**src/rtl/mvsm_pkg.sv**
```systemverilog
// Shared constants, types and codes of the multi-voice stereo mixer.
package mvsm_pkg;

  localparam int VOICES      = 16;
  localparam int VIDX_W      = (VOICES > 1) ? $clog2(VOICES) : 1;
  localparam int LENGTH_BITS = 24;
  localparam int GAIN_W      = 16;
  localparam int REC_W       = LENGTH_BITS + 2 * GAIN_W;
  localparam int ACC_W       = 24;

  localparam logic [31:0] MAX_LEN = 32'((64'd1 << LENGTH_BITS) - 64'd1);

  localparam logic [15:0] UNITY_GAIN      = 16'd32768;
  localparam logic [15:0] PAN_SCALE_RST   = 16'd164;
  localparam logic [15:0] QUIET_LIMIT_RST = 16'd328;

  localparam logic signed [24:0] ACC_MAX = 25'sd8388607;
  localparam logic signed [24:0] ACC_MIN = -25'sd8388608;
  localparam logic signed [23:0] OUT_MAX = 24'sd32767;
  localparam logic signed [23:0] OUT_MIN = -24'sd32768;

  localparam int CFG_IDX_W = 2;
  localparam logic [CFG_IDX_W-1:0] CFG_PAN_SCALE   = 2'd0;
  localparam logic [CFG_IDX_W-1:0] CFG_QUIET_LIMIT = 2'd1;

  localparam logic REQ_START  = 1'b0;
  localparam logic REQ_SAMPLE = 1'b1;

  localparam logic KIND_START = 1'b0;
  localparam logic KIND_MIX   = 1'b1;

  localparam logic [1:0] STAT_STARTED = 2'd0;
  localparam logic [1:0] STAT_QUIET   = 2'd1;
  localparam logic [1:0] STAT_NO_FREE = 2'd2;

  typedef enum logic [2:0] {
    ST_IDLE,
    ST_PAN_MUL,
    ST_GAIN_MUL,
    ST_START_COMMIT,
    ST_VOICE_READ,
    ST_SAMPLE_MUL,
    ST_SAMPLE_ACC
  } state_e;

  typedef struct packed {
    logic capture;
    logic pan_mul;
    logic gain_mul;
    logic start_commit;
    logic sample_mul;
    logic sample_acc;
  } cmd_t;

  typedef struct packed {
    logic out_free;
  } stat_t;

  typedef struct packed {
    logic              kind;
    logic [1:0]        status;
    logic [3:0]        granted;
    logic signed [15:0] mix_left;
    logic signed [15:0] mix_right;
    logic              clipped;
  } result_t;

endpackage

```
**src/rtl/mvsm_ctrl.sv**
```systemverilog
// Sequencer that steps each request through the mixer datapath.
module mvsm_ctrl
  import mvsm_pkg::*;
(
  input  logic  clk_i,
  input  logic  rst_ni,
  input  logic  in_valid_i,
  input  logic  in_type_i,
  output logic  in_ready_o,
  input  stat_t stat_i,
  output cmd_t  cmd_o
);

  state_e state_q, state_d;

  always_ff @(posedge clk_i or negedge rst_ni) begin
    if (!rst_ni) begin
      state_q <= ST_IDLE;
    end else begin
      state_q <= state_d;
    end
  end

  always_comb begin
    state_d    = state_q;
    cmd_o      = '0;
    in_ready_o = 1'b0;
    unique case (state_q)
      ST_IDLE: begin
        in_ready_o = 1'b1;
        if (in_valid_i) begin
          cmd_o.capture = 1'b1;
          state_d = (in_type_i == REQ_SAMPLE) ? ST_VOICE_READ : ST_PAN_MUL;
        end
      end
      ST_PAN_MUL: begin
        cmd_o.pan_mul = 1'b1;
        state_d = ST_GAIN_MUL;
      end
      ST_GAIN_MUL: begin
        // Hold here until the output register can take the response.
        cmd_o.gain_mul = 1'b1;
        if (stat_i.out_free) begin
          state_d = ST_START_COMMIT;
        end
      end
      ST_START_COMMIT: begin
        cmd_o.start_commit = 1'b1;
        state_d = ST_IDLE;
      end
      ST_VOICE_READ: begin
        state_d = ST_SAMPLE_MUL;
      end
      ST_SAMPLE_MUL: begin
        cmd_o.sample_mul = 1'b1;
        if (stat_i.out_free) begin
          state_d = ST_SAMPLE_ACC;
        end
      end
      ST_SAMPLE_ACC: begin
        cmd_o.sample_acc = 1'b1;
        state_d = ST_IDLE;
      end
      default: begin
        state_d = ST_IDLE;
      end
    endcase
  end

endmodule

```
**config.mk**
```make
export PLATFORM = sky130hd
export DESIGN_NAME = mvsm_ctrl
export DESIGN_NICKNAME = d
export VERILOG_FILES = /design/src/rtl/mvsm_pkg.sv /design/src/rtl/mvsm_ctrl.sv
export SDC_FILE = /design/constraint.sdc
export NUM_CORES = 1
export LEC_CHECK = 0
export BUFFER_PORTS_ARGS = -buffer_cell sky130_fd_sc_hd__buf_2
export CORE_AREA = 4 4 41 43
export CTS_BUF_LIST = sky130_fd_sc_hd__clkbuf_8
export CTS_CLUSTER_SIZE = 8
export DETAILED_ROUTE_END_ITERATION = 8
export DIE_AREA = 0 0 45 47
export GPL_ROUTABILITY_DRIVEN = 0
export PLACE_DENSITY = 0.35
export RECOVER_POWER = 50
export SLEW_MARGIN = 25
export SYNTH_ARGS = -nofsm -noshare
export SYNTH_HDL_FRONTEND = slang
export SYNTH_SLANG_ARGS = --single-unit
```
**constraint.sdc**
```tcl
create_clock -name clk_i -period 2 [get_ports clk_i]
set_input_delay 0.4 -clock clk_i [delete_from_list [all_inputs] [get_ports clk_i]]
set_output_delay 0.4 -clock clk_i [all_outputs]
set_load 0.01 [all_outputs]
```
==> impl_metrics.csv, run 1 <==
group,metric,value,unit
status,status,"finished, final reports clean",
yosys,yosys.area.top_type_share,33.9,%
yosys,syn-num-nets,28,
cells_and_area,nFillCells,156,
yosys,yosysWarnings,0,
power,p_leak,0.166,nW
clock_network,cts_tree,"built",
die,core,0.00130,mm2
die,dieArea,0.00212,mm2
yosys,syn-cell-area,221,um2
cells_and_area,nets,43,
clock_network,cts_made_buffers,3,
cells_and_area,drive_gt1_share,40.5,%
setup_path,cp-start-kind,"flop",
setup_path,cp_max_fo,11,
timing,rsz0062_at_grt,"false",
global_route,antenna_found_initial,0,
clock_network,cts_root_buf,"clkbuf_8",
power,power.density,1650,mW/mm2
timing,setup_tns,0,ns
cells_and_area,num_antenna_cells,0,
timing,fin_worst_hold_slack,0.455,ns
clock_network,cts.sink_count,3,
timing,finalClockSkew,0.00230,ns
clock_network,cts_setup_buffers,0,
detailed_routing,drtIter0Drc,5,
timing,setup_viol,0,
timing,layout_setup_ws,0.309,ns
yosys,ys_ff_latch,3,
setup_path,criticalPathCategory,"reg -> out",
detailed_routing,remaining_drc_errors,0,
detailed_routing,wl_per_cell,9.96,um
cells_and_area,largest_reg_flops,3,
global_route,grt_pass1_vias,230,
placed_design,pre_cts_ws,0.596,ns
placed_design,portBuffers,11,
global_route,grt.total_usage,6.71,%
timing,max_freq,591,MHz
timing,fin_crit_sh,84.5,%
power,totalPowerFinal,0.520,mW
global_route,grt_start_max_net_pins,12,
die,rows,13,
cells_and_area,final_util,24.2,%
timing,hold_violations,0,
yosys,syn_inst,23,
timing,slew_headroom,77.1,%
cells_and_area,area_growth_syn_to_layout,42.4,%
cells_and_area,final_common_cell,"buf_2",
job,cap_violations,0,
timing,maxSlewViolCount,0,
setup_path,cp-end-kind,"output port",
setup_path,r2r_slack,0.83,ns
yosys,yosys-top-cells-area,"dfrtp_1 34%, buf_6 10%, nor3b_4 8.5%",
global_route,gr-total-overflow,0,
yosys,synth_cell_types,15,
clock_network,cts_htree_levels,1,
detailed_routing,via_per_inst,4.08,
die,io_pins,12,
yosys,yosysSeqAreaShare,33.9,%
die,dieWidth,45,um
detailed_routing,wl,518,um
detailed_routing,vias,212,
cells_and_area,final_cell_mix,"10 x buf_2, 4 x inv_1",
detailed_routing,drtPass1Iterations,2,
die,die_h,47,um
setup_path,arrival,1.29,ns
clock_network,clk_pin_slew,0.03,ns
die,start_util,17.0,%
detailed_routing,ant_nets,0,
cells_and_area,largestRegisters,"state_q: 3 flops",
yosys,yosysTopAreaCell,"dfrtp_1",
clock_network,cts_buffer_depth,2,
yosys,avgSynthCellArea,9.63,um2
cells_and_area,largest_register,"state_q",
timing,tightest_slew,0.342,ns
power,ir_drop,0.000513,V
setup_path,critical_path_required,1.60,ns
min_path,hp-class,"in -> reg",
timing,min_period,1.69,ns
global_route,grt_pass1_wl,952,um
clock_network,worstSkewPairLatency,0.21,ns
[power by group]
part | switching, mW | total (mW) | internal (mW)
Sequential | 0.0633 | 0.153 | 0.0898
Clock | 0.0380 | 0.168 | 0.130
Combinational | 0.0991 | 0.198 | 0.0989
[synthesized netlist by cell type]
cell type	n
buf_6	2
nor4b_1	1
nor3b_2	1
dfrtp_1	3
and3_2	1
inv_1	2
a21o_1	1
nor2_1	1
nor3_1	2
a21oi_1	3
a31oi_1	1
o31ai_1	1
nor3b_1	2
nor3b_4	1
inv_2	1
[kinds of logic (layout without fill, tap and decap cells)]
group / Yosys count / count (layout) / synth area share [%]
and+or+nand+nor: 9 / 9 / 34.5
buffers and inverters: 5 / 19 / 15.3
AOI/OAI and AO/OA: 6 / 6 / 16.4
DFF: 3 / 3 / 33.9
[worst paths after layout]
check                            from  cells past startpoint          to
max in group asynchronous      rst_ni                      2  state_q[1]
min in group asynchronous      rst_ni                      2  state_q[2]
min                            stat_i                      3  state_q[0]
max reg2reg                state_q[1]                      3  state_q[0]
max                        state_q[1]                      2    cmd_o[3]
min reg2reg                state_q[0]                      1  state_q[0]
[per-stage QoR]
stage	std cells	instance area, um2
after detailed placement	47	273
after floorplan	23	221
final	52	315
after global routing	52	315
after global placement	47	273
after CTS	52	328
[critical path: stages, from the launching register on]
cell and delay, ns:
dfrtp_1 0.51, nor3b_1 0.37, buf_2 0.20
[layer usage]
layer	track usage [%]	vias up	part of all wire [%]
met5	0	-	0
met4	7.02	0	1.9
met3	4.60	2	11
li1	-	109	-
met1	6.82	93	44
met2	8.76	8	43
[what timing repair did]
item | 4_1_cts | 5_1_grt
hold buffers | 1 | 0
setup endpoints to repair | 0 | 0
resized for setup | 0 | 0
endpoints found under the hold margin | 3 | 0
[layout make-up]
class,instances,area (um2),share of cell area [%]
multi-input combinational,15,101,32.1
sequential,3,75.1,23.8
timing repair buffer,12,63.8,20.2
clock buffer,3,41.3,13.1
tap,15,18.8,5.95
inverter,3,11.3,3.57
clock inverter,1,3.75,1.19
No activity file was read; power rests on OpenSTA's default activity.
==> run 2, diff against run 1 <==
==> constraint.sdc (replaced) <==
create_clock -name clk_i -period 1.75 [get_ports clk_i]
set_input_delay 0.35 -clock clk_i [delete_from_list [all_inputs] [get_ports clk_i]]
set_output_delay 0.35 -clock clk_i [all_outputs]
set_load 0.01 [all_outputs]
==> run 2 against run 1 <==
  * Die area unchanged
  * Largest cell class unchanged
  * Worst setup slack got worse by 0.14 ns
  * Power increased by 19%
  * Sequential power increased by 22%
  * Cell count unchanged
  * First-iteration DRC count decreased by 80%
==> impl_metrics.csv, run 2 (synthesized netlist as in run 1, its figures left out) <==
group,metric,value,unit
setup_path,reg2regPathDepth,3,
setup_path,critical_path_required,1.40,ns
detailed_routing,via_per_inst,4.23,
min_path,hp-start,"stat_i",
detailed_routing,ant_nets,0,
placed_design,dp.cells,47,
clock_network,clk_pin_slew,0.03,ns
placed_design,pre_cts_ws,0.396,ns
setup_path,r2r-end,"state_q[0]",
timing,tightest_slew,0.343,ns
die,start_util,17.0,%
cells_and_area,nFillCells,154,
detailed_routing,remaining_drc_errors,0,
detailed_routing,drtIter0Drc,1,
timing,maxSlewViolCount,0,
die,rows,13,
setup_path,cp_max_fo,11,
power,seq_power_share,30.2,%
global_route,grt_start_max_net_pins,12,
power,switching_share,38.7,%
cells_and_area,area_growth_syn_to_layout,47.5,%
global_route,antenna_found_initial,0,
timing,finalClockSkew,0.00230,ns
power,clkPwrFrac,31.3,%
setup_path,cp-end-kind,"output port",
timing,hold_violations,0,
die,dieWidth,45,um
cells_and_area,num_antenna_cells,0,
placed_design,portBuffers,11,
min_path,hp-class,"in -> reg",
cells_and_area,multiInputGateArea,113,um2
timing,min_period,1.58,ns
power,internal_power,0.377,mW
die,dieArea,0.00212,mm2
clock_network,cts_made_buffers,3,
cells_and_area,largestRegisters,"state_q: 3 flops",
setup_path,r2r_slack,0.70,ns
cells_and_area,largest_reg_flops,3,
timing,setup_tns,0,ns
min_path,whs_path_depth,3,
die,core,0.00130,mm2
clock_network,cts_setup_buffers,0,
setup_path,arrival,1.23,ns
cells_and_area,final_cell_mix,"10 x buf_2, 4 x inv_1, 3 x a21oi_1, 3 x clkbuf_8, 3 x dfrtp_1",
timing,max_freq,634,MHz
clock_network,cts.sink_count,3,
clock_network,cts_tree,"built",
timing,fin_crit_sh,90.2,%
global_route,grt_pass1_wl,952,um
power,combPwrFrac,38.6,%
cells_and_area,regArea,75.1,um2
detailed_routing,drtPass1Iterations,2,
die,io_pins,12,
setup_path,cp-start-kind,"flop",
timing,layout_setup_ws,0.171,ns
job,cap_violations,0,
cells_and_area,final_cell_count_no_fill,52,
power,p_leak,0.169,nW
detailed_routing,wl,508,um
global_route,grt.total_usage,6.71,%
global_route,grt_pass1_vias,230,
global_route,gr-total-overflow,0,
timing,setup_viol,0,
detailed_routing,vias,220,
setup_path,reg2reg_from,"state_q[1]",
status,status,"finished, final reports clean",
timing,fin_worst_hold_slack,0.405,ns
timing,rsz0062_at_grt,"false",
clock_network,cts_htree_levels,1,
power,power.density,1890,mW/mm2
power,power.net_switching,0.239,mW
cells_and_area,largest_register,"state_q",
cells_and_area,final_common_cell,"buf_2",
timing,slew_headroom,77.1,%
setup_path,criticalPathCategory,"reg -> out",
cells_and_area,nets,43,
clock_network,cts_root_buf,"clkbuf_8",
die,die_h,47,um
clock_network,worstSkewPairLatency,0.21,ns
power,ir_drop,0.000591,V
clock_network,cts_buffer_depth,2,
cells_and_area,drive_gt1_share,43.2,%
detailed_routing,wl_per_cell,9.77,um
min_path,min_to,"state_q[0]",
## run 2: worst max path at each step
stage	slack, ns	to	start	depth (start not counted)
2_1_floorplan	0.43	cmd_o[5]	state_q[1]	2
5_1_grt	0.05	cmd_o[2]	state_q[0]	3
4_1_cts	0.16	cmd_o[5]	state_q[1]	2
3_3_place_gp	0.45	cmd_o[5]	state_q[1]	2
6_report	0.17	cmd_o[5]	state_q[1]	2
3_5_place_dp	0.40	cmd_o[5]	state_q[1]	2
## run 2: layout make-up
class | instances | share of cell area [%]
Clock buffer | 3 | 12.6
Clock inverter | 1 | 1.15
Inverter | 3 | 3.45
Multi-Input combinational cell | 15 | 34.5
Sequential cell | 3 | 23.0
Tap cell | 15 | 5.75
Timing Repair Buffer | 12 | 19.5
## run 2: what timing repair did
action                                 CTS  global route
endpoints found under the hold margin    3             0
hold buffers                             1             0
resized for setup                        0             0
## run 2: worst max-delay path, stage by stage, from the launching register on
cell and delay [ns]:
dfrtp_1 0.47, nor4b_1 0.35, buf_2 0.19
## run 2: metrics by stage
step / power [mW] / utilization (%) / area [um2]
floorplan: 0.381 / - / 221
global placement: 0.430 / 21.0 / 273
detailed placement: 0.432 / 21.0 / 273
CTS: 0.630 / 25.2 / 328
global route: 0.681 / 25.1 / 327
finish: 0.616 / 25.1 / 327
## run 2: metal layers
metal,global-route usage [%],vias up,share of wire [%]
li1,-,111,-
met1,6.82,99,42
met2,8.76,8,45
met3,4.60,2,11
met4,7.02,0,2.0
met5,0,-,0
## run 2: power by group through the flow
stage | clock (mW) | sequential [mW] | combinational [mW]
2_1_floorplan | 0 | 0.141 | 0.239
3_3_place_gp | 0 | 0.187 | 0.243
3_5_place_dp | 0 | 0.189 | 0.243
4_1_cts | 0.197 | 0.188 | 0.246
5_1_grt | 0.215 | 0.196 | 0.270
6_report | 0.193 | 0.186 | 0.238
