`src/rtl/mvsm_pkg.sv`:
```
// Shared constants, types and codes of the multi-voice stereo mixer.
package mvsm_pkg;

  localparam int VOICES      = 16;
  localparam int VIDX_W      = (VOICES > 1) ? $clog2(VOICES) : 1;
  localparam int LENGTH_BITS = 24;
  localparam int GAIN_W      = 16;
  localparam int REC_W       = LENGTH_BITS + 2 * GAIN_W;
  localparam int ACC_W       = 24;

  localparam logic [31:0] MAX_LEN = 32'((64'd1 << LENGTH_BITS) - 64'd1);

  localparam logic [15:0] UNITY_GAIN      = 16'd32768;
  localparam logic [15:0] PAN_SCALE_RST   = 16'd164;
  localparam logic [15:0] QUIET_LIMIT_RST = 16'd328;

  localparam logic signed [24:0] ACC_MAX = 25'sd8388607;
  localparam logic signed [24:0] ACC_MIN = -25'sd8388608;
  localparam logic signed [23:0] OUT_MAX = 24'sd32767;
  localparam logic signed [23:0] OUT_MIN = -24'sd32768;

  localparam int CFG_IDX_W = 2;
  localparam logic [CFG_IDX_W-1:0] CFG_PAN_SCALE   = 2'd0;
  localparam logic [CFG_IDX_W-1:0] CFG_QUIET_LIMIT = 2'd1;

  localparam logic REQ_START  = 1'b0;
  localparam logic REQ_SAMPLE = 1'b1;

  localparam logic KIND_START = 1'b0;
  localparam logic KIND_MIX   = 1'b1;

  localparam logic [1:0] STAT_STARTED = 2'd0;
  localparam logic [1:0] STAT_QUIET   = 2'd1;
  localparam logic [1:0] STAT_NO_FREE = 2'd2;

  typedef enum logic [2:0] {
    ST_IDLE,
    ST_PAN_MUL,
    ST_GAIN_MUL,
    ST_START_COMMIT,
    ST_VOICE_READ,
    ST_SAMPLE_MUL,
    ST_SAMPLE_ACC
  } state_e;

  typedef struct packed {
    logic capture;
    logic pan_mul;
    logic gain_mul;
    logic start_commit;
    logic sample_mul;
    logic sample_acc;
  } cmd_t;

  typedef struct packed {
    logic out_free;
  } stat_t;

  typedef struct packed {
    logic              kind;
    logic [1:0]        status;
    logic [3:0]        granted;
    logic signed [15:0] mix_left;
    logic signed [15:0] mix_right;
    logic              clipped;
  } result_t;

endpackage

```
`src/rtl/mvsm_ram.sv`:
```
// Generic single-write, single-read RAM with registered read data.
module mvsm_ram #(
  parameter int WIDTH = 8,
  parameter int DEPTH = 16
) (
  input  logic                                   clk_i,
  input  logic                                   we_i,
  input  logic [((DEPTH > 1) ? $clog2(DEPTH) : 1)-1:0] waddr_i,
  input  logic [WIDTH-1:0]                       wdata_i,
  input  logic [((DEPTH > 1) ? $clog2(DEPTH) : 1)-1:0] raddr_i,
  output logic [WIDTH-1:0]                       rdata_o
);

  logic [WIDTH-1:0] mem_q [DEPTH];

  always_ff @(posedge clk_i) begin
    if (we_i) begin
      mem_q[waddr_i] <= wdata_i;
    end
    rdata_o <= mem_q[raddr_i];
  end

endmodule

```
`src/rtl/mvsm_dpath.sv`:
```
// Datapath: request capture, pan and gain math, voice store, accumulators, output register.
module mvsm_dpath
  import mvsm_pkg::*;
(
  input  logic                  clk_i,
  input  logic                  rst_ni,
  input  cmd_t                  cmd_i,
  output stat_t                 stat_o,
  input  logic                  cfg_valid_i,
  input  logic [CFG_IDX_W-1:0]  cfg_index_i,
  input  logic [15:0]           cfg_data_i,
  input  logic [23:0]           sound_frames_i,
  input  logic [15:0]           volume_i,
  input  logic signed [15:0]    pan_offset_i,
  input  logic [3:0]            voice_index_i,
  input  logic signed [15:0]    left_sample_i,
  input  logic signed [15:0]    right_sample_i,
  input  logic                  last_voice_i,
  input  logic                  out_ready_i,
  output logic                  out_valid_o,
  output result_t               result_o
);

  function automatic logic signed [17:0] scale_f(input logic signed [32:0] p);
    logic [32:0] m;
    logic [17:0] s;
    m = p[32] ? 33'(-p) : 33'(p);
    s = {1'b0, m[31:15]};
    return p[32] ? -$signed(s) : $signed(s);
  endfunction

  function automatic logic signed [23:0] acc_add_f(input logic signed [23:0] a,
                                                   input logic signed [17:0] b);
    logic signed [24:0] sum;
    sum = 25'(a) + 25'(b);
    if (sum > ACC_MAX) begin
      sum = ACC_MAX;
    end else if (sum < ACC_MIN) begin
      sum = ACC_MIN;
    end
    return sum[23:0];
  endfunction

  // Configuration registers.
  logic [15:0] pan_scale_q, quiet_limit_q;

  always_ff @(posedge clk_i or negedge rst_ni) begin
    if (!rst_ni) begin
      pan_scale_q   <= PAN_SCALE_RST;
      quiet_limit_q <= QUIET_LIMIT_RST;
    end else if (cfg_valid_i) begin
      if (cfg_index_i == CFG_PAN_SCALE) begin
        pan_scale_q <= cfg_data_i;
      end else if (cfg_index_i == CFG_QUIET_LIMIT) begin
        quiet_limit_q <= cfg_data_i;
      end
    end
  end

  // Captured request, with volume and length saturated on the way in.
  logic [LENGTH_BITS-1:0] frames_q;
  logic [15:0]            vol_q, abs_off_q;
  logic                   off_neg_q, off_pos_q;
  logic [3:0]             vidx_q;
  logic signed [15:0]     ls_q, rs_q;
  logic                   last_q;
  logic [31:0]            frames_ext;

  assign frames_ext = 32'(sound_frames_i);

  always_ff @(posedge clk_i) begin
    if (cmd_i.capture) begin
      frames_q  <= LENGTH_BITS'((frames_ext > MAX_LEN) ? MAX_LEN : frames_ext);
      vol_q     <= (volume_i > UNITY_GAIN) ? UNITY_GAIN : volume_i;
      abs_off_q <= pan_offset_i[15] ? 16'(-pan_offset_i) : 16'(pan_offset_i);
      off_neg_q <= pan_offset_i[15];
      off_pos_q <= !pan_offset_i[15] && (pan_offset_i != 16'sd0);
      vidx_q    <= voice_index_i;
      ls_q      <= left_sample_i;
      rs_q      <= right_sample_i;
      last_q    <= last_voice_i;
    end
  end

  // Pan magnitude, then the two volume-scaled gains.
  logic [31:0] mag_q;
  logic [16:0] far_diff;
  logic [15:0] far_gain, lg, rg;
  logic [31:0] lprod, rprod;
  logic [15:0] lgain_q, rgain_q;

  always_ff @(posedge clk_i) begin
    if (cmd_i.pan_mul) begin
      mag_q <= abs_off_q * pan_scale_q;
    end
    if (cmd_i.gain_mul) begin
      lgain_q <= lprod[30:15];
      rgain_q <= rprod[30:15];
    end
  end

  always_comb begin
    far_diff = 17'h10000 - {1'b0, mag_q[15:0]};
    far_gain = (mag_q[31:16] != 16'd0) ? 16'd0 : far_diff[16:1];
    lg       = off_pos_q ? far_gain : UNITY_GAIN;
    rg       = off_neg_q ? far_gain : UNITY_GAIN;
    lprod    = vol_q * lg;
    rprod    = vol_q * rg;
  end

  // Voice activity flags and lowest free voice.
  logic [VOICES-1:0] active_q, active_d;
  logic [VIDX_W-1:0] free_idx;
  logic              free_any;

  always_comb begin
    free_idx = '0;
    free_any = 1'b0;
    for (int i = VOICES - 1; i >= 0; i--) begin
      if (!active_q[i]) begin
        free_idx = VIDX_W'(i);
        free_any = 1'b1;
      end
    end
  end

  // Voice store: {remaining, left gain, right gain}.
  logic              ram_we;
  logic [VIDX_W-1:0] ram_waddr, vaddr;
  logic [REC_W-1:0]  ram_wdata, ram_rdata;

  assign vaddr = VIDX_W'(vidx_q);

  mvsm_ram #(
    .WIDTH (REC_W),
    .DEPTH (VOICES)
  ) u_voice_ram (
    .clk_i   (clk_i),
    .we_i    (ram_we),
    .waddr_i (ram_waddr),
    .wdata_i (ram_wdata),
    .raddr_i (vaddr),
    .rdata_o (ram_rdata)
  );

  // Sample scaling.
  logic signed [32:0]      lp_q, rp_q;
  logic [LENGTH_BITS-1:0]  rem_q;
  logic [GAIN_W-1:0]       rd_lgain, rd_rgain;

  assign rd_lgain = ram_rdata[2*GAIN_W-1:GAIN_W];
  assign rd_rgain = ram_rdata[GAIN_W-1:0];

  always_ff @(posedge clk_i) begin
    if (cmd_i.sample_mul) begin
      lp_q  <= ls_q * $signed({1'b0, rd_lgain});
      rp_q  <= rs_q * $signed({1'b0, rd_rgain});
      rem_q <= ram_rdata[REC_W-1:2*GAIN_W];
    end
  end

  // Accumulate, write back the voice and form results.
  logic signed [23:0] acc_l_q, acc_r_q, acc_l_d, acc_r_d;
  logic signed [23:0] sum_l, sum_r;
  logic               voice_ok, quiet;
  logic [LENGTH_BITS-1:0] rem_dec;
  logic               out_valid_q, out_load;
  result_t            result_q, result_d;
  logic               clip_l, clip_r;

  assign rem_dec  = rem_q - LENGTH_BITS'(1);
  assign voice_ok = (32'(vidx_q) < 32'(VOICES)) && active_q[vaddr];
  assign quiet    = vol_q < quiet_limit_q;
  assign sum_l    = acc_add_f(acc_l_q, scale_f(lp_q));
  assign sum_r    = acc_add_f(acc_r_q, scale_f(rp_q));

  always_comb begin
    active_d  = active_q;
    acc_l_d   = acc_l_q;
    acc_r_d   = acc_r_q;
    ram_we    = 1'b0;
    ram_waddr = free_idx;
    ram_wdata = {frames_q, lgain_q, rgain_q};
    out_load  = 1'b0;
    result_d  = '0;
    clip_l    = 1'b0;
    clip_r    = 1'b0;
    if (cmd_i.start_commit) begin
      out_load        = 1'b1;
      result_d.kind   = KIND_START;
      if (quiet) begin
        result_d.status = STAT_QUIET;
      end else if (!free_any) begin
        result_d.status = STAT_NO_FREE;
      end else begin
        result_d.status   = STAT_STARTED;
        result_d.granted  = 4'(free_idx);
        ram_we            = 1'b1;
        active_d[free_idx] = 1'b1;
      end
    end
    if (cmd_i.sample_acc) begin
      ram_waddr = vaddr;
      ram_wdata = {rem_dec, rd_lgain, rd_rgain};
      if (voice_ok) begin
        if (rem_q == '0) begin
          active_d[vaddr] = 1'b0;
        end else begin
          acc_l_d = sum_l;
          acc_r_d = sum_r;
          ram_we  = 1'b1;
          if (rem_dec == '0) begin
            active_d[vaddr] = 1'b0;
          end
        end
      end
      if (last_q) begin
        out_load      = 1'b1;
        result_d.kind = KIND_MIX;
        priority if (acc_l_d > OUT_MAX) begin
          result_d.mix_left = 16'sh7fff;
          clip_l = 1'b1;
        end else if (acc_l_d < OUT_MIN) begin
          result_d.mix_left = -16'sh8000;
          clip_l = 1'b1;
        end else begin
          result_d.mix_left = acc_l_d[15:0];
        end
        priority if (acc_r_d > OUT_MAX) begin
          result_d.mix_right = 16'sh7fff;
          clip_r = 1'b1;
        end else if (acc_r_d < OUT_MIN) begin
          result_d.mix_right = -16'sh8000;
          clip_r = 1'b1;
        end else begin
          result_d.mix_right = acc_r_d[15:0];
        end
        result_d.clipped = clip_l || clip_r;
        acc_l_d = '0;
        acc_r_d = '0;
      end
    end
  end

  always_ff @(posedge clk_i or negedge rst_ni) begin
    if (!rst_ni) begin
      active_q    <= '0;
      acc_l_q     <= '0;
      acc_r_q     <= '0;
      out_valid_q <= 1'b0;
    end else begin
      active_q <= active_d;
      acc_l_q  <= acc_l_d;
      acc_r_q  <= acc_r_d;
      if (out_load) begin
        out_valid_q <= 1'b1;
      end else if (out_ready_i) begin
        out_valid_q <= 1'b0;
      end
    end
  end

  always_ff @(posedge clk_i) begin
    if (out_load) begin
      result_q <= result_d;
    end
  end

  assign stat_o.out_free = !out_valid_q || out_ready_i;
  assign out_valid_o     = out_valid_q;
  assign result_o        = result_q;

endmodule

```
`config.mk`:
```
export PLATFORM = sky130hd
export DESIGN_NAME = mvsm_dpath
export DESIGN_NICKNAME = d
export VERILOG_FILES = /design/src/rtl/mvsm_pkg.sv /design/src/rtl/mvsm_ram.sv /design/src/rtl/mvsm_dpath.sv
export SDC_FILE = /design/constraint.sdc
export NUM_CORES = 2
export LEC_CHECK = 0
export CELL_PAD_IN_SITES_DETAIL_PLACEMENT = 1
export CELL_PAD_IN_SITES_GLOBAL_PLACEMENT = 1
export CORE_MARGIN = 2
export CORE_UTILIZATION = 45
export CTS_CLUSTER_DIAMETER = 30
export DETAILED_ROUTE_END_ITERATION = 8
export DONT_BUFFER_PORTS = 1
export GPL_TIMING_DRIVEN = 0
export PLACE_DENSITY_LB_ADDON = 0.3
export SLEW_MARGIN = 25
export SYNTH_ARGS = -nofsm -noshare
export SYNTH_HDL_FRONTEND = slang
export SYNTH_HIERARCHICAL = 1
export SYNTH_SLANG_ARGS = --single-unit
```
`constraint.sdc`:
```
create_clock -name clk_i -period 14.8 [get_ports clk_i]
set_clock_uncertainty 0.15 [all_clocks]
set_input_delay 2.96 -clock clk_i [delete_from_list [all_inputs] [get_ports clk_i]]
set_output_delay 2.96 -clock clk_i [all_outputs]
set_load 0.01 [all_outputs]
```
==> results.yml <==
die:
  coreArea_um2: 212000
  die-area_um2: 217000
  initial_core_util_pct: 45.2
  io_pins: 163
  die_w_um: 466
  die_h_um: 466
  rows: 169
detailed_routing:
  finalWirelength_um: 293000
  vias: 64400
  ant_nets: 0
  drc: 22
  drt-pass1-iter-count: 8
  vias_per_cell: 5.66
  wl_per_cell_um: 25.8
  drtIter0Drc: 5050
layout:
  area_growth_pct: 15.0
  final_util_pct: 52.0
  fin_cells: 11400
  finalNetCount: 10000
  drive_gt1_share_pct: 11.0
  stdcell_area_um2: 110000
timing:
  rsz0062_at_grt: "false"
  slew-limit-headroom_pct: 26.3
  fin_crit_sh_pct: 75.3
  tns_ns: 0
  fmax_ghz: 0.0897
  slew_viol_final: 0
  tightest_slew_ns: 1.11
  fin_crit_ns: 11.14
  finalHoldViolCount: 0
  setup_ws_ns: 3.66
  finalSetupViolCount: 0
  fin_hold_ws_ns: 0.231
clock_tree:
  cts_resized: 0
  path_clk_slew_ns: 0.05
  clock_latency_ns: 0.92
  ctsRootBufferMaster: "clkbuf_16"
  cts_htree_levels: 5
  post_cts_buffers: 0
  cts_buffers: 290
  cts.hold.buffers_added: 0
  cts_sinks: 1338
  clockBufferDepth: 4
  cts_tree: "done"
hold_path:
  worstHoldPathType: "flip-flop to flip-flop"
worst_setup_path:
  worstPathRequired_ns: 15.23
  cp-end-kind: "flip-flop"
  crit_fanout: 10
  max_stage_delay_ns: 0.77
  startpoint_type: "flip-flop"
  critPathMostFrequentCell: "fa_1"
  crit_slowest_cell: "nor4_1"
  arrival_ns: 11.58
  reg2reg_slack_ns: 3.66
  crit_type: "flip-flop to flip-flop"
synth:
  syn-mean-instance-area_um2: 12.1
  synth_edf_count: 1185
  yosysTopAreaCell: "edfxtp_1"
  synthArstFlopShare_pct: 7.25
  synthCells: 7945
  synthesis.nets: 9645
  synthTopCellsByArea: "edfxtp_1 (37%), fa_1 (20%), ha_1 (8.0%), mux4_2 (5.4%), inv_1 (4.8%)"
  ys_ff_latch: 1338
  ys.flop_type: "edfxtp_1"
  netlist_area_um2: 95900
  ys_warn_count: 6
  ys_seq_area_share_pct: 40.8
  yosysUniqueCellTypes: 94
  synth.top_cell.area_share_pct: 37.1
power_and_ir_drop:
  power.total_mw: 30.9
  powerDensity_nw_per_um2: 280
  peakVddDrop_v: 0.000492
  p_leak_nw: 45.5
  comb_power_share_pct: 60.1
  power_switching_mw: 13.4
  p_seq_share_pct: 19.8
  p_int_mw: 17.5
  p_clk_share_pct: 20.1
  switching_share_pct: 43.3
placed_design:
  hpwlAfterDp_um: 214000
  port_buffers: 0
  dp_slack_ns: 3.59
  place_area_um2: 101000
  post-place-cells: 10800
  gp_congestion: 0.918
global_routing:
  antenna_found_initial: 26
  grt_pass1_vias: 72500
  grt_max_degree: 98
  grt-ovfl-total: 0
  grt_pass1_wl_um: 449000
  grt_usage_pct: 27.4
status:
  violations: "design-rule violations"
  run_status: "finished, violations left"
job:
  maxCapViolCount: 0
==> logic make-up after synthesis <==
family / after synthesis / share of synthesized area [%]
AOI/OAI and AO/OA: 772 / 5.35
xor gates and xnor gates: 247 / 2.25
adders and majority gates: 1597 / 28.4
buffers and inverters: 1580 / 6.37
DFF: 1338 / 40.8
muxes: 321 / 6.42
and+or+nand+nor: 2090 / 10.5
==> worst max-delay path: cells and delay by family (launching register included) <==
kind                     cells  cell delay (ns)
AO/OA/AOI/OAI               10             3.60
adder cells (fa/ha/maj)      7             3.31
AND/OR/NAND/NOR              6             2.34
buffers and inverters        7             0.98
flip-flops                   1             0.35
XOR/XNOR                     1             0.09
==> routing by layer <==
layer	vias up	routed length (um)	GRT usage (%)
li1	27500	-	-
met1	33700	115000	34.1
met2	2470	145000	47.0
met3	705	20300	5.08
met4	20	12600	11.1
met5	-	125	0
==> placed cells by master (no fill, tap or decap), drive strengths merged, types with 67 or more instances in the layout <==
cell type	count
and2	496
a21oi	202
fa	968
xor2	72
clkinv	79
mux4	229
clkbuf	644
edfxtp	1185
nand2	960
inv	1255
mux2	67
buf	133
ha	611
xnor2	175
o21ai	131
dfrtp	91
nor2	247
a22oi	118
nand3	72
==> layout make-up <==
cell class / instances / area, um2
Inverter: 1230 / 4620
Buffer: 350 / 1510
Tap cell: 2821 / 3530
Multi-Input combinational cell: 5027 / 50900
Antenna cell: 19 / 47.5
Clock inverter: 154 / 1540
Sequential cell: 1338 / 39100
Clock buffer: 347 / 7700
Fill cell: 21700 / 102000
Timing Repair Buffer: 80 / 1370
==> power groups by stage <==
stage               logic (mW)  clock network [mW]  registers, mW
floorplan                 13.7                   0           5.95
global placement          17.6                   0           6.17
detailed placement        18.5                   0           6.15
CTS                       18.7                6.28           6.10
global route              21.1                6.43           6.16
finish                    18.6                6.21           6.11
==> Yosys cell counts (17+ instances only) <==
cell type     n
inv_1      1228
edfxtp_1   1185
fa_1        968
nand2_1     960
ha_1        611
and2_1      496
clkbuf_1    297
nor2_1      247
mux4_2      229
a21oi_1     202
xnor2_1     175
a22oi_1     118
o21ai_0     114
dfrtp_1      91
nand3_1      72
xor2_1       72
mux2_2       67
nor3_1       66
a21o_1       63
dfxtp_1      56
nand2b_1     53
nor2b_1      41
o2bb2ai_1    40
o21a_1       32
nand4_1      28
nor4_1       27
a211oi_1     25
mux2i_1      25
a31oi_1      22
buf_2        19
and3_1       18
maj3_1       18
o21bai_1     18
buf_6        17
==> final timing paths <==
check,cells past startpoint,startpoint,endpoint
setup / recovery,31,mag_q[18]$_DFFE_PP_,rgain_q[15]$_DFFE_PP_
hold / removal,0,u_voice_ram/rdata_o[39]$_DFF_P_,rem_q[7]$_DFFE_PP_
setup reg to reg,31,mag_q[18]$_DFFE_PP_,rgain_q[15]$_DFFE_PP_
hold reg to reg,0,u_voice_ram/rdata_o[39]$_DFF_P_,rem_q[7]$_DFFE_PP_
max in group asynchronous,0,rst_ni,quiet_limit_q[8]$_DFFE_PN1P_
min in group asynchronous,0,rst_ni,acc_l_q[5]$_DFFE_PN0P_
==> sequential cells by signal (all words and copies together), names as in the netlist, 4 cells and up <==
register and cells:
rem_q 24, ls_q 16, u_voice_ram/mem_q 896, vol_q 16, acc_r_q 24, acc_l_q 24
abs_off_q 16, lp_q 33, frames_q 24, rp_q 33, vaddr 4, lgain_q 16
rgain_q 16, pan_scale_q 16, result_o 40, active_q 16, quiet_limit_q 16, rs_q 16
mag_q 32, u_voice_ram/rdata_o 56
(Power assumes the default switching activity.)
